## src/sv/line_feature_signature_distance_assert.svh

```systemverilog
`ifndef LINE_FEATURE_SIGNATURE_DISTANCE_ASSERT_SVH
`define LINE_FEATURE_SIGNATURE_DISTANCE_ASSERT_SVH

// Antecedent holds -> consequent holds in the same cycle.
`define LFSD_ASSERT_SAME(label, ante, cons) \
  label: assert property (@(posedge clk) disable iff (!rst_n) (ante) |-> (cons)) \
    else $error("lfsd assertion failed");

// Antecedent holds -> consequent holds in the next cycle.
`define LFSD_ASSERT_NEXT(label, ante, cons) \
  label: assert property (@(posedge clk) disable iff (!rst_n) (ante) |=> (cons)) \
    else $error("lfsd assertion failed");

`endif

```

## src/sv/lfsd_pkg.sv

```systemverilog
`default_nettype none

package lfsd_pkg;

  localparam int SIG_W  = 64;
  localparam int DIST_W = 7;
  localparam int LANE_W = 8;
  localparam int LANES  = SIG_W / LANE_W;
  localparam int LANE_CNT_W = 4;

  typedef struct packed {
    logic [7:0] line_byte;
    logic       last_of_line;
  } in_item_t;

  typedef struct packed {
    logic [DIST_W-1:0] distance;
    logic [SIG_W-1:0]  line_signature;
  } out_item_t;

  // One finished line signature moving between stages.
  typedef struct packed {
    logic             valid;
    logic [SIG_W-1:0] sig;
  } sig_stage_t;

endpackage

`default_nettype wire

```

## src/sv/lfsd_accum.sv

```systemverilog
`default_nettype none

module lfsd_accum
  import lfsd_pkg::*;
(
  input  wire logic       clk,
  input  wire logic       rst_n,
  input  wire logic       in_valid,
  output logic            in_ready,
  input  wire in_item_t   in_data,
  output sig_stage_t      res,
  input  wire logic       res_ready
);

  localparam logic [7:0] CH_0  = 8'h30;
  localparam logic [7:0] CH_9  = 8'h39;
  localparam logic [7:0] CH_UA = 8'h41;
  localparam logic [7:0] CH_UZ = 8'h5A;
  localparam logic [7:0] CH_A  = 8'h61;
  localparam logic [7:0] CH_C  = 8'h63;
  localparam logic [7:0] CH_D  = 8'h64;
  localparam logic [7:0] CH_E  = 8'h65;
  localparam logic [7:0] CH_G  = 8'h67;
  localparam logic [7:0] CH_H  = 8'h68;
  localparam logic [7:0] CH_I  = 8'h69;
  localparam logic [7:0] CH_N  = 8'h6E;
  localparam logic [7:0] CH_P  = 8'h70;
  localparam logic [7:0] CH_R  = 8'h72;
  localparam logic [7:0] CH_S  = 8'h73;
  localparam logic [7:0] CH_T  = 8'h74;
  localparam logic [7:0] CH_W  = 8'h77;
  localparam logic [7:0] CH_Z  = 8'h7A;
  localparam logic [7:0] CH_SP = 8'h20;
  localparam logic [7:0] CH_DEL = 8'h7F;
  localparam logic [5:0] LETTER_BASE = 6'd10;
  localparam logic [5:0] BIT_WS    = 6'd36;
  localparam logic [5:0] BIT_CTRL  = 6'd37;
  localparam logic [5:0] BIT_PUNCT = 6'd38;
  localparam logic [5:0] BIT_ES    = 6'd39;
  localparam logic [5:0] BIT_CH    = 6'd40;
  localparam logic [5:0] BIT_SH    = 6'd41;
  localparam logic [5:0] BIT_TH    = 6'd42;
  localparam logic [5:0] BIT_PH    = 6'd43;
  localparam logic [5:0] BIT_WH    = 6'd44;
  localparam logic [5:0] BIT_ING   = 6'd60;
  localparam logic [5:0] BIT_AND   = 6'd61;
  localparam logic [5:0] BIT_THE   = 6'd62;
  localparam logic [5:0] BIT_HIGH  = 6'd63;

  function automatic logic is_ws(input logic [7:0] c);
    return (c == CH_SP) || (c >= 8'd9 && c <= 8'd13);
  endfunction

  // Features of byte c given nf (0..2) following raw bytes f1, f2.
  function automatic logic [SIG_W-1:0] feat(input logic [7:0] c_raw, input logic [7:0] f1,
                                            input logic [7:0] f2, input logic [1:0] nf);
    logic [7:0]       c;
    logic [SIG_W-1:0] h;
    h = '0;
    c = c_raw;
    if (c >= CH_0 && c <= CH_9) begin
      h[6'(c - CH_0)] = 1'b1;
    end else begin
      if (c >= CH_UA && c <= CH_UZ) c = c ^ 8'h20;
      if (nf >= 2'd2) begin
        if (c == CH_I && f1 == CH_N && f2 == CH_G) h[BIT_ING] = 1'b1;
        if (c == CH_A && f1 == CH_N && f2 == CH_D) h[BIT_AND] = 1'b1;
        if (c == CH_T && f1 == CH_H && f2 == CH_E) h[BIT_THE] = 1'b1;
        if (c == CH_H && f1 == CH_E && f2 == CH_R) h[BIT_THE] = 1'b1;
      end
      if (nf >= 2'd1) begin
        if (c == CH_E && f1 == CH_S) h[BIT_ES] = 1'b1;
        if (c == CH_C && f1 == CH_H) h[BIT_CH] = 1'b1;
        if (c == CH_S && f1 == CH_H) h[BIT_SH] = 1'b1;
        if (c == CH_T && f1 == CH_H) h[BIT_TH] = 1'b1;
        if (c == CH_P && f1 == CH_H) h[BIT_PH] = 1'b1;
        if (c == CH_W && f1 == CH_H) h[BIT_WH] = 1'b1;
      end
      if (c >= CH_A && c <= CH_Z) begin
        h[6'(c - CH_A) + LETTER_BASE] = 1'b1;
      end else begin
        if (is_ws(c)) h[BIT_WS] = 1'b1;
        if (c < CH_SP || c == CH_DEL) h[BIT_CTRL] = 1'b1;
        if ((c >= 8'd33 && c <= 8'd47) || (c >= 8'd58 && c <= 8'd64) ||
            (c >= 8'd91 && c <= 8'd96) || (c >= 8'd123 && c <= 8'd126))
          h[BIT_PUNCT] = 1'b1;
        if (c > CH_DEL) h[BIT_HIGH] = 1'b1;
      end
    end
    return h;
  endfunction

  logic [SIG_W-1:0] acc_r, acc_nxt;
  logic [7:0]       la0_r, la0_nxt, la1_r, la1_nxt;
  logic [1:0]       pend_r, pend_nxt;
  logic             nb_r, nb_nxt;
  sig_stage_t       res_r, res_nxt;
  logic             take;

  assign in_ready = !res_r.valid || res_ready;
  assign take     = in_valid && in_ready;
  assign res      = res_r;

  always_comb begin
    logic [SIG_W-1:0] a;
    logic [7:0]       b;
    b        = in_data.line_byte;
    a        = acc_r;
    la0_nxt  = la0_r;
    la1_nxt  = la1_r;
    pend_nxt = pend_r;
    res_nxt  = res_r;
    if (res_ready) res_nxt.valid = 1'b0;

    // shift the window; classify the oldest byte once two followers exist
    case (pend_r)
      2'd2: begin
        a        = a | feat(la0_r, la1_r, b, 2'd2);
        la0_nxt  = la1_r;
        la1_nxt  = b;
        pend_nxt = 2'd2;
      end
      2'd0: begin
        la0_nxt  = b;
        pend_nxt = 2'd1;
      end
      default: begin
        la1_nxt  = b;
        pend_nxt = 2'd2;
      end
    endcase
    nb_nxt = nb_r || !is_ws(b);

    if (in_data.last_of_line) begin
      // flush the window against the followers left in the line
      if (pend_nxt == 2'd2) begin
        a = a | feat(la0_nxt, la1_nxt, 8'd0, 2'd1) | feat(la1_nxt, 8'd0, 8'd0, 2'd0);
      end else begin
        a = a | feat(la0_nxt, 8'd0, 8'd0, 2'd0);
      end
      if (nb_nxt) begin
        res_nxt.valid = 1'b1;
        res_nxt.sig   = a;
      end
      acc_nxt  = '0;
      la0_nxt  = '0;
      la1_nxt  = '0;
      pend_nxt = '0;
      nb_nxt   = 1'b0;
    end else begin
      acc_nxt = a;
    end
  end

  always_ff @(posedge clk) begin
    if (!rst_n) begin
      acc_r       <= '0;
      la0_r       <= '0;
      la1_r       <= '0;
      pend_r      <= '0;
      nb_r        <= 1'b0;
      res_r.valid <= 1'b0;
    end else if (take) begin
      acc_r  <= acc_nxt;
      la0_r  <= la0_nxt;
      la1_r  <= la1_nxt;
      pend_r <= pend_nxt;
      nb_r   <= nb_nxt;
      res_r  <= res_nxt;
    end else if (res_ready) begin
      res_r.valid <= 1'b0;
    end
  end

endmodule

`default_nettype wire

```

## src/sv/lfsd_popcnt.sv

```systemverilog
`default_nettype none

module lfsd_popcnt
  import lfsd_pkg::*;
(
  input  wire logic             clk,
  input  wire logic             rst_n,
  input  wire sig_stage_t       src,
  output logic                  src_ready,
  input  wire logic [SIG_W-1:0] ref_sig,
  output logic                  out_valid,
  input  wire logic             out_ready,
  output out_item_t             out_data
);

  logic                  a_valid_r;
  logic [SIG_W-1:0]      a_sig_r;
  logic [LANE_CNT_W-1:0] a_cnt_r [LANES];
  logic [LANE_CNT_W-1:0] a_cnt_nxt [LANES];
  logic                  a_ready;
  logic                  out_valid_r;
  out_item_t             out_data_r;
  logic [DIST_W-1:0]     dist_nxt;

  assign a_ready   = !out_valid_r || out_ready;
  assign src_ready = !a_valid_r || a_ready;
  assign out_valid = out_valid_r;
  assign out_data  = out_data_r;

  // per-lane bit counts of the mismatch word
  always_comb begin
    logic [SIG_W-1:0] x;
    x = src.sig ^ ref_sig;
    for (int i = 0; i < LANES; i++) begin
      a_cnt_nxt[i] = '0;
      for (int j = 0; j < LANE_W; j++) begin
        a_cnt_nxt[i] = a_cnt_nxt[i] + LANE_CNT_W'(x[i*LANE_W + j]);
      end
    end
  end

  always_comb begin
    dist_nxt = '0;
    for (int i = 0; i < LANES; i++) begin
      dist_nxt = dist_nxt + DIST_W'(a_cnt_r[i]);
    end
  end

  always_ff @(posedge clk) begin
    if (!rst_n) begin
      a_valid_r   <= 1'b0;
      out_valid_r <= 1'b0;
    end else begin
      if (src_ready) begin
        a_valid_r <= src.valid;
        if (src.valid) begin
          a_sig_r <= src.sig;
          a_cnt_r <= a_cnt_nxt;
        end
      end
      if (a_ready) begin
        out_valid_r <= a_valid_r;
        if (a_valid_r) begin
          out_data_r.distance       <= dist_nxt;
          out_data_r.line_signature <= a_sig_r;
        end
      end
    end
  end

endmodule

`default_nettype wire

```

## src/sv/line_feature_signature_distance.sv

```systemverilog
// The result of a line with a non-blank byte passes through the accumulator
// result register, lane-count register and output register; the window update
// and flush are combinational. Throughput: one byte per cycle while not stalled.
// Reset (rst_n low at a clock edge) clears the line state, the pipeline valids
// and the reference signature to zero.
`default_nettype none
`include "line_feature_signature_distance_assert.svh"

module line_feature_signature_distance
  import lfsd_pkg::*;
(
  input  wire logic             clk,
  input  wire logic             rst_n,
  input  wire logic             in_valid,
  output logic                  in_ready,
  input  wire in_item_t         in_data,
  output logic                  out_valid,
  input  wire logic             out_ready,
  output out_item_t             out_data,
  input  wire logic             cfg_we,
  input  wire logic [SIG_W-1:0] cfg_wdata
);

  logic [SIG_W-1:0] ref_r;
  sig_stage_t       acc_res;
  logic             acc_res_ready;

  always_ff @(posedge clk) begin
    if (!rst_n) begin
      ref_r <= '0;
    end else if (cfg_we) begin
      ref_r <= cfg_wdata;
    end
  end

  lfsd_accum u_accum (
    .clk       (clk),
    .rst_n     (rst_n),
    .in_valid  (in_valid),
    .in_ready  (in_ready),
    .in_data   (in_data),
    .res       (acc_res),
    .res_ready (acc_res_ready)
  );

  lfsd_popcnt u_popcnt (
    .clk       (clk),
    .rst_n     (rst_n),
    .src       (acc_res),
    .src_ready (acc_res_ready),
    .ref_sig   (ref_r),
    .out_valid (out_valid),
    .out_ready (out_ready),
    .out_data  (out_data)
  );

  `LFSD_ASSERT_SAME(a_dist_match, out_valid, out_data.distance == DIST_W'($countones(out_data.line_signature ^ ref_r)))
  `LFSD_ASSERT_SAME(a_sig_nonzero, out_valid, out_data.line_signature != '0)
  `LFSD_ASSERT_SAME(a_dist_range, out_valid, out_data.distance <= 7'd64)
  `LFSD_ASSERT_SAME(a_res_from_last, $rose(acc_res.valid), $past(in_valid && in_ready && in_data.last_of_line))

endmodule

`default_nettype wire
```

## config.mk

```make
export PLATFORM = sky130hd
export DESIGN_NAME = line_feature_signature_distance
export DESIGN_NICKNAME = d
export VERILOG_FILES = /design/src/sv/lfsd_pkg.sv /design/src/sv/lfsd_accum.sv /design/src/sv/lfsd_popcnt.sv /design/src/sv/line_feature_signature_distance.sv
export VERILOG_INCLUDE_DIRS = /design/src /design/src/sv
export SDC_FILE = /design/constraint.sdc
export NUM_CORES = 1
export LEC_CHECK = 0
export ABC_AREA = 1
export BUFFER_PORTS_ARGS = -buffer_cell sky130_fd_sc_hd__buf_4
export CELL_PAD_IN_SITES_DETAIL_PLACEMENT = 0
export CELL_PAD_IN_SITES_GLOBAL_PLACEMENT = 2
export CORE_MARGIN = 4
export CORE_UTILIZATION = 41
export DETAILED_ROUTE_END_ITERATION = 8
export PLACE_DENSITY = 0.88
export SYNTH_ARGS = -nofsm -noshare
export SYNTH_HDL_FRONTEND = slang
export SYNTH_SLANG_ARGS = --single-unit
```

## constraint.sdc

```tcl
create_clock -name clk -period 16.62 [get_ports clk]
set_input_delay 3.324 -clock clk [delete_from_list [all_inputs] [get_ports clk]]
set_output_delay 3.324 -clock clk [all_outputs]
set_load 0.02 [all_outputs]
```

==> summary.txt <==
Power
  – Maximum vdd drop: 77.2 µV
  – Power Dens Cells: 111 mW/mm²
  – Pleak: 9.25 nW
  – Final Power: 2.48 mW

Synthesis
  – Syn nets: 2205
  – Synth Warn #: 0
  – Flops & latches, synth: 381
  – Count of cell types in the netlist: 62
  – Post-synth EDFFs: 231
  – Sequential area share after synthesis: 52.0%
  – Fraction of registers with async set/reset: 0%
  – Top FF cell, synth: edfxtp_1
  – Post-Syn Area per Cell: 9.44 µm²
  – Cell Area, Synth: 0.0191 mm²
  – Cells after Synth: 2024

Critical path
  – Crit path cell chain: buf_4 -> nor2_1 -> inv_1 -> nor2_1 -> nand2_1 -> buf_4
  – CP Data Required Time: 13300 ps
  – Crit path max fanout: 3
  – Critical path type: in2out
  – WP buf/inv: 3
  – Critical Path Slowest Stage Cell: buf_4
  – Crit path max-delay family: simple AND/OR/NAND/NOR gates
  – Startpoint type of the worst setup path: input port
  – CP max stage delay: 170 ps
  – Crit path DAT: 4080 ps
  – Setup crit end kind: primary output

Run status
  – Status: completed

Route
  – Max Used Layer: met4
  – Met2 wire length: 24400 µm
  – Detailed-router iteration count before antenna repair: 6
  – Wire per inst: 19.2 µm
  – Met1 WL: 24200 µm
  – Antenna Nets Post-Route: 0
  – Via count: 14.2k
  – WL met3: 3050 µm
  – DR iter-0 viols: 1201
  – Vias/cell: 5.12
  – Routed WL: 53300 µm
  – Drt drc: 0

Place
  – Dpl ws: 9200 ps
  – DP HPWL: 39400 µm
  – Placer Congestion: 0.895
  – IO buf count: 150

Timing
  – Worst slew pin tran: 1030 ps
  – Setup ws final: 9210 ps
  – Highest Clock Rate: 135 MHz
  – Final Setup Violations: 0
  – Slew Limit Headroom: 31.3%
  – Final hold violations: 0
  – Unrepaired setup endpoints after global routing: false
  – Clk_skew: 21.0 ps
  – Slew Limit Fails: 0
  – Final TNS setup: 0 ps
  – Tmin final: 7410 ps
  – Final Cycle Share: 44.6%
  – Min Hold Slack: 395 ps

CTS
  – CTS clock-pin slew for the worst setup and hold paths: 60 ps
  – Clk root buf: clkbuf_16
  – CTS tree: built
  – Clk sinks: 381
  – Setup Buffers After CTS: 0
  – PostCTS Resize Cnt: 0
  – CTS buffer count: 41
  – H-tree Lvls: 2
  – Maximum buffer depth of the clock tree: 3
  – Hold-fix buffers, CTS: 0
  – Clk Latency, worst-skew pair: 570 ps

Floorplan
  – Die H: 224 µm
  – Ports: 151
  – Core area: 0.0457 mm²
  – Die ar.: 0.0501 mm²
  – Std-Cell Rows: 78
  – Die W: 224 µm
  – Initial core utilization: 41.8%

Layout
  – N_diodes: 0
  – Fill count: 4267
  – Share of layout cells above drive strength 1: 14.9%
  – Multi-input combinational cell area: 0.00789 mm²
  – Area growth syn-to-layout: 16.4%
  – Reg area: 0.00994 mm²
  – Fin nets: 2329
  – Final Util: 48.7%

Global route
  – Pin count of the biggest net entering global routing: 72
  – First-pass GRT wire length: 82300 µm
  – Total grt overflow: 0
  – Initial antenna violation count: 0
  – GRT Util Overall: 21.0%
  – Vias in the first global route: 14.2k

Worst hold path
  – Hold Path Class: reg2reg

Job
  – Max-Cap Viols: 0
final cells by class:
cell class / instances / area share, %
Clock buffer: 50 / 5.00
Timing Repair Buffer: 159 / 5.37
Tap cell: 600 / 3.38
Clock inverter: 26 / 1.85
Multi-Input combinational cell: 1316 / 35.5
Sequential cell: 381 / 44.7
Inverter: 249 / 4.23
registers in the layout, summed over array words and instances, names as in the netlist:
name,count
u_accum.nb_r,1
u_accum.la1_r,8
u_popcnt.out_data,71
u_accum.res,65
u_popcnt.a_valid_r,1
ref_r,64
u_accum.pend_r,2
u_popcnt.a_sig_r,64
u_accum.la0_r,8
u_accum.acc_r,64
u_popcnt.a_cnt_r,32
u_popcnt.out_valid,1
kinds of logic (layout without fill, tap and decap cells):
family                   count (synthesis)  count (layout)  synth area share, %
AND/OR/NAND/NOR                        853             853                 19.8
adder cells (fa/ha/maj)                103             103                 8.75
XOR/XNOR                                83              83                 3.88
flip-flops                             381             381                 52.0
buffers and inverters                  327             484                 6.83
AO/OA/AOI/OAI                          277             277                 8.68
per-layer routing:
| layer | vias up | track usage [%] |
|---|---|---|
| li1 | 6972 | - |
| met1 | 6783 | 29.4 |
| met2 | 395 | 33.5 |
| met3 | 85 | 3.43 |
| met4 | 0 | 6.66 |
| met5 | - | 0 |
cell usage after synthesis (3+ instances only):
| cell type | count | area (µm²) |
|---|---|---|
| a211oi_1 | 8 | 60.1 |
| a21oi_1 | 64 | 320 |
| a22oi_1 | 16 | 120 |
| a31o_2 | 8 | 70.1 |
| a31oi_1 | 5 | 31.3 |
| and3_1 | 4 | 25.0 |
| buf_1 | 4 | 15.0 |
| buf_2 | 5 | 25.0 |
| buf_6 | 6 | 67.6 |
| clkbuf_1 | 60 | 225 |
| dfxtp_1 | 150 | 3000 |
| edfxtp_1 | 231 | 6940 |
| fa_1 | 51 | 1020 |
| ha_1 | 52 | 651 |
| inv_1 | 225 | 845 |
| inv_2 | 21 | 78.8 |
| nand2_1 | 284 | 1070 |
| nand2_2 | 21 | 131 |
| nand2_4 | 7 | 78.8 |
| nand3_1 | 128 | 641 |
| nand3_2 | 5 | 50.1 |
| nand3b_1 | 3 | 22.5 |
| nand4_1 | 30 | 188 |
| nor2_1 | 310 | 1160 |
| nor2_2 | 9 | 56.3 |
| nor2_4 | 6 | 67.6 |
| nor3_1 | 30 | 150 |
| nor4_1 | 7 | 43.8 |
| o211a_1 | 5 | 50.1 |
| o211ai_1 | 3 | 22.5 |
| o21ai_0 | 126 | 631 |
| o21ai_1 | 5 | 25.0 |
| o21ai_2 | 4 | 35.0 |
| o21bai_1 | 6 | 45.0 |
| o311ai_0 | 4 | 35.0 |
| o31ai_1 | 8 | 60.1 |
| o41ai_1 | 4 | 35.0 |
| xnor2_1 | 18 | 158 |
| xor2_1 | 63 | 552 |
cells in the final DEF (no fill, tap or decap), drive strengths merged, types with 51 or more instances in the layout:
| cell | synthesis | routed |
|---|---|---|
| a21oi | 66 | 66 |
| buf | 18 | 159 |
| dfxtp | 150 | 150 |
| edfxtp | 231 | 231 |
| fa | 51 | 51 |
| ha | 52 | 52 |
| inv | 247 | 247 |
| nand2 | 312 | 312 |
| nand3 | 134 | 134 |
| nor2 | 326 | 326 |
| o21ai | 136 | 136 |
| xor2 | 64 | 64 |
worst register-to-register path: cells and delay by family (launching register included):
| kind | cells | cell delay [ps] |
|---|---|---|
| adders and majority gates | 6 | 2730 |
| AOI/OAI and AO/OA | 4 | 690 |
| DFF | 1 | 370 |
| xor gates and xnor gates | 2 | 300 |
| and+or+nand+nor | 3 | 230 |
| buffers and inverters | 2 | 110 |
report_power, final:
group | switching [mW] | total (mW) | internal (mW)
logic | 0.248 | 0.395 | 0.147
clock network | 0.387 | 1.02 | 0.635
registers | 0.0177 | 1.06 | 1.04
total | 0.653 | 2.48 | 1.83
stage by stage:
step                area, µm²  cells
floorplan               19100   2024
global placement        20700   2705
detailed placement      20700   2705
CTS                     22200   2781
global route            22200   2781
finish                  22200   2781
path summary, 6_finish.rpt:
path / start / to / slack, ps / cells past startpoint
max: out_ready / in_ready / 9210 / 6
min: u_popcnt.a_sig_r[25]$_DFFE_PP_ / u_popcnt.out_data[25]$_DFFE_PP_ / 400 / 0
max reg2reg: u_popcnt.a_cnt_r[26]$_DFFE_PP_ / u_popcnt.out_data[70]$_DFFE_PP_ / 11960 / 17
min reg2reg: u_popcnt.a_sig_r[25]$_DFFE_PP_ / u_popcnt.out_data[25]$_DFFE_PP_ / 400 / 0
(Power assumes the default switching activity.)
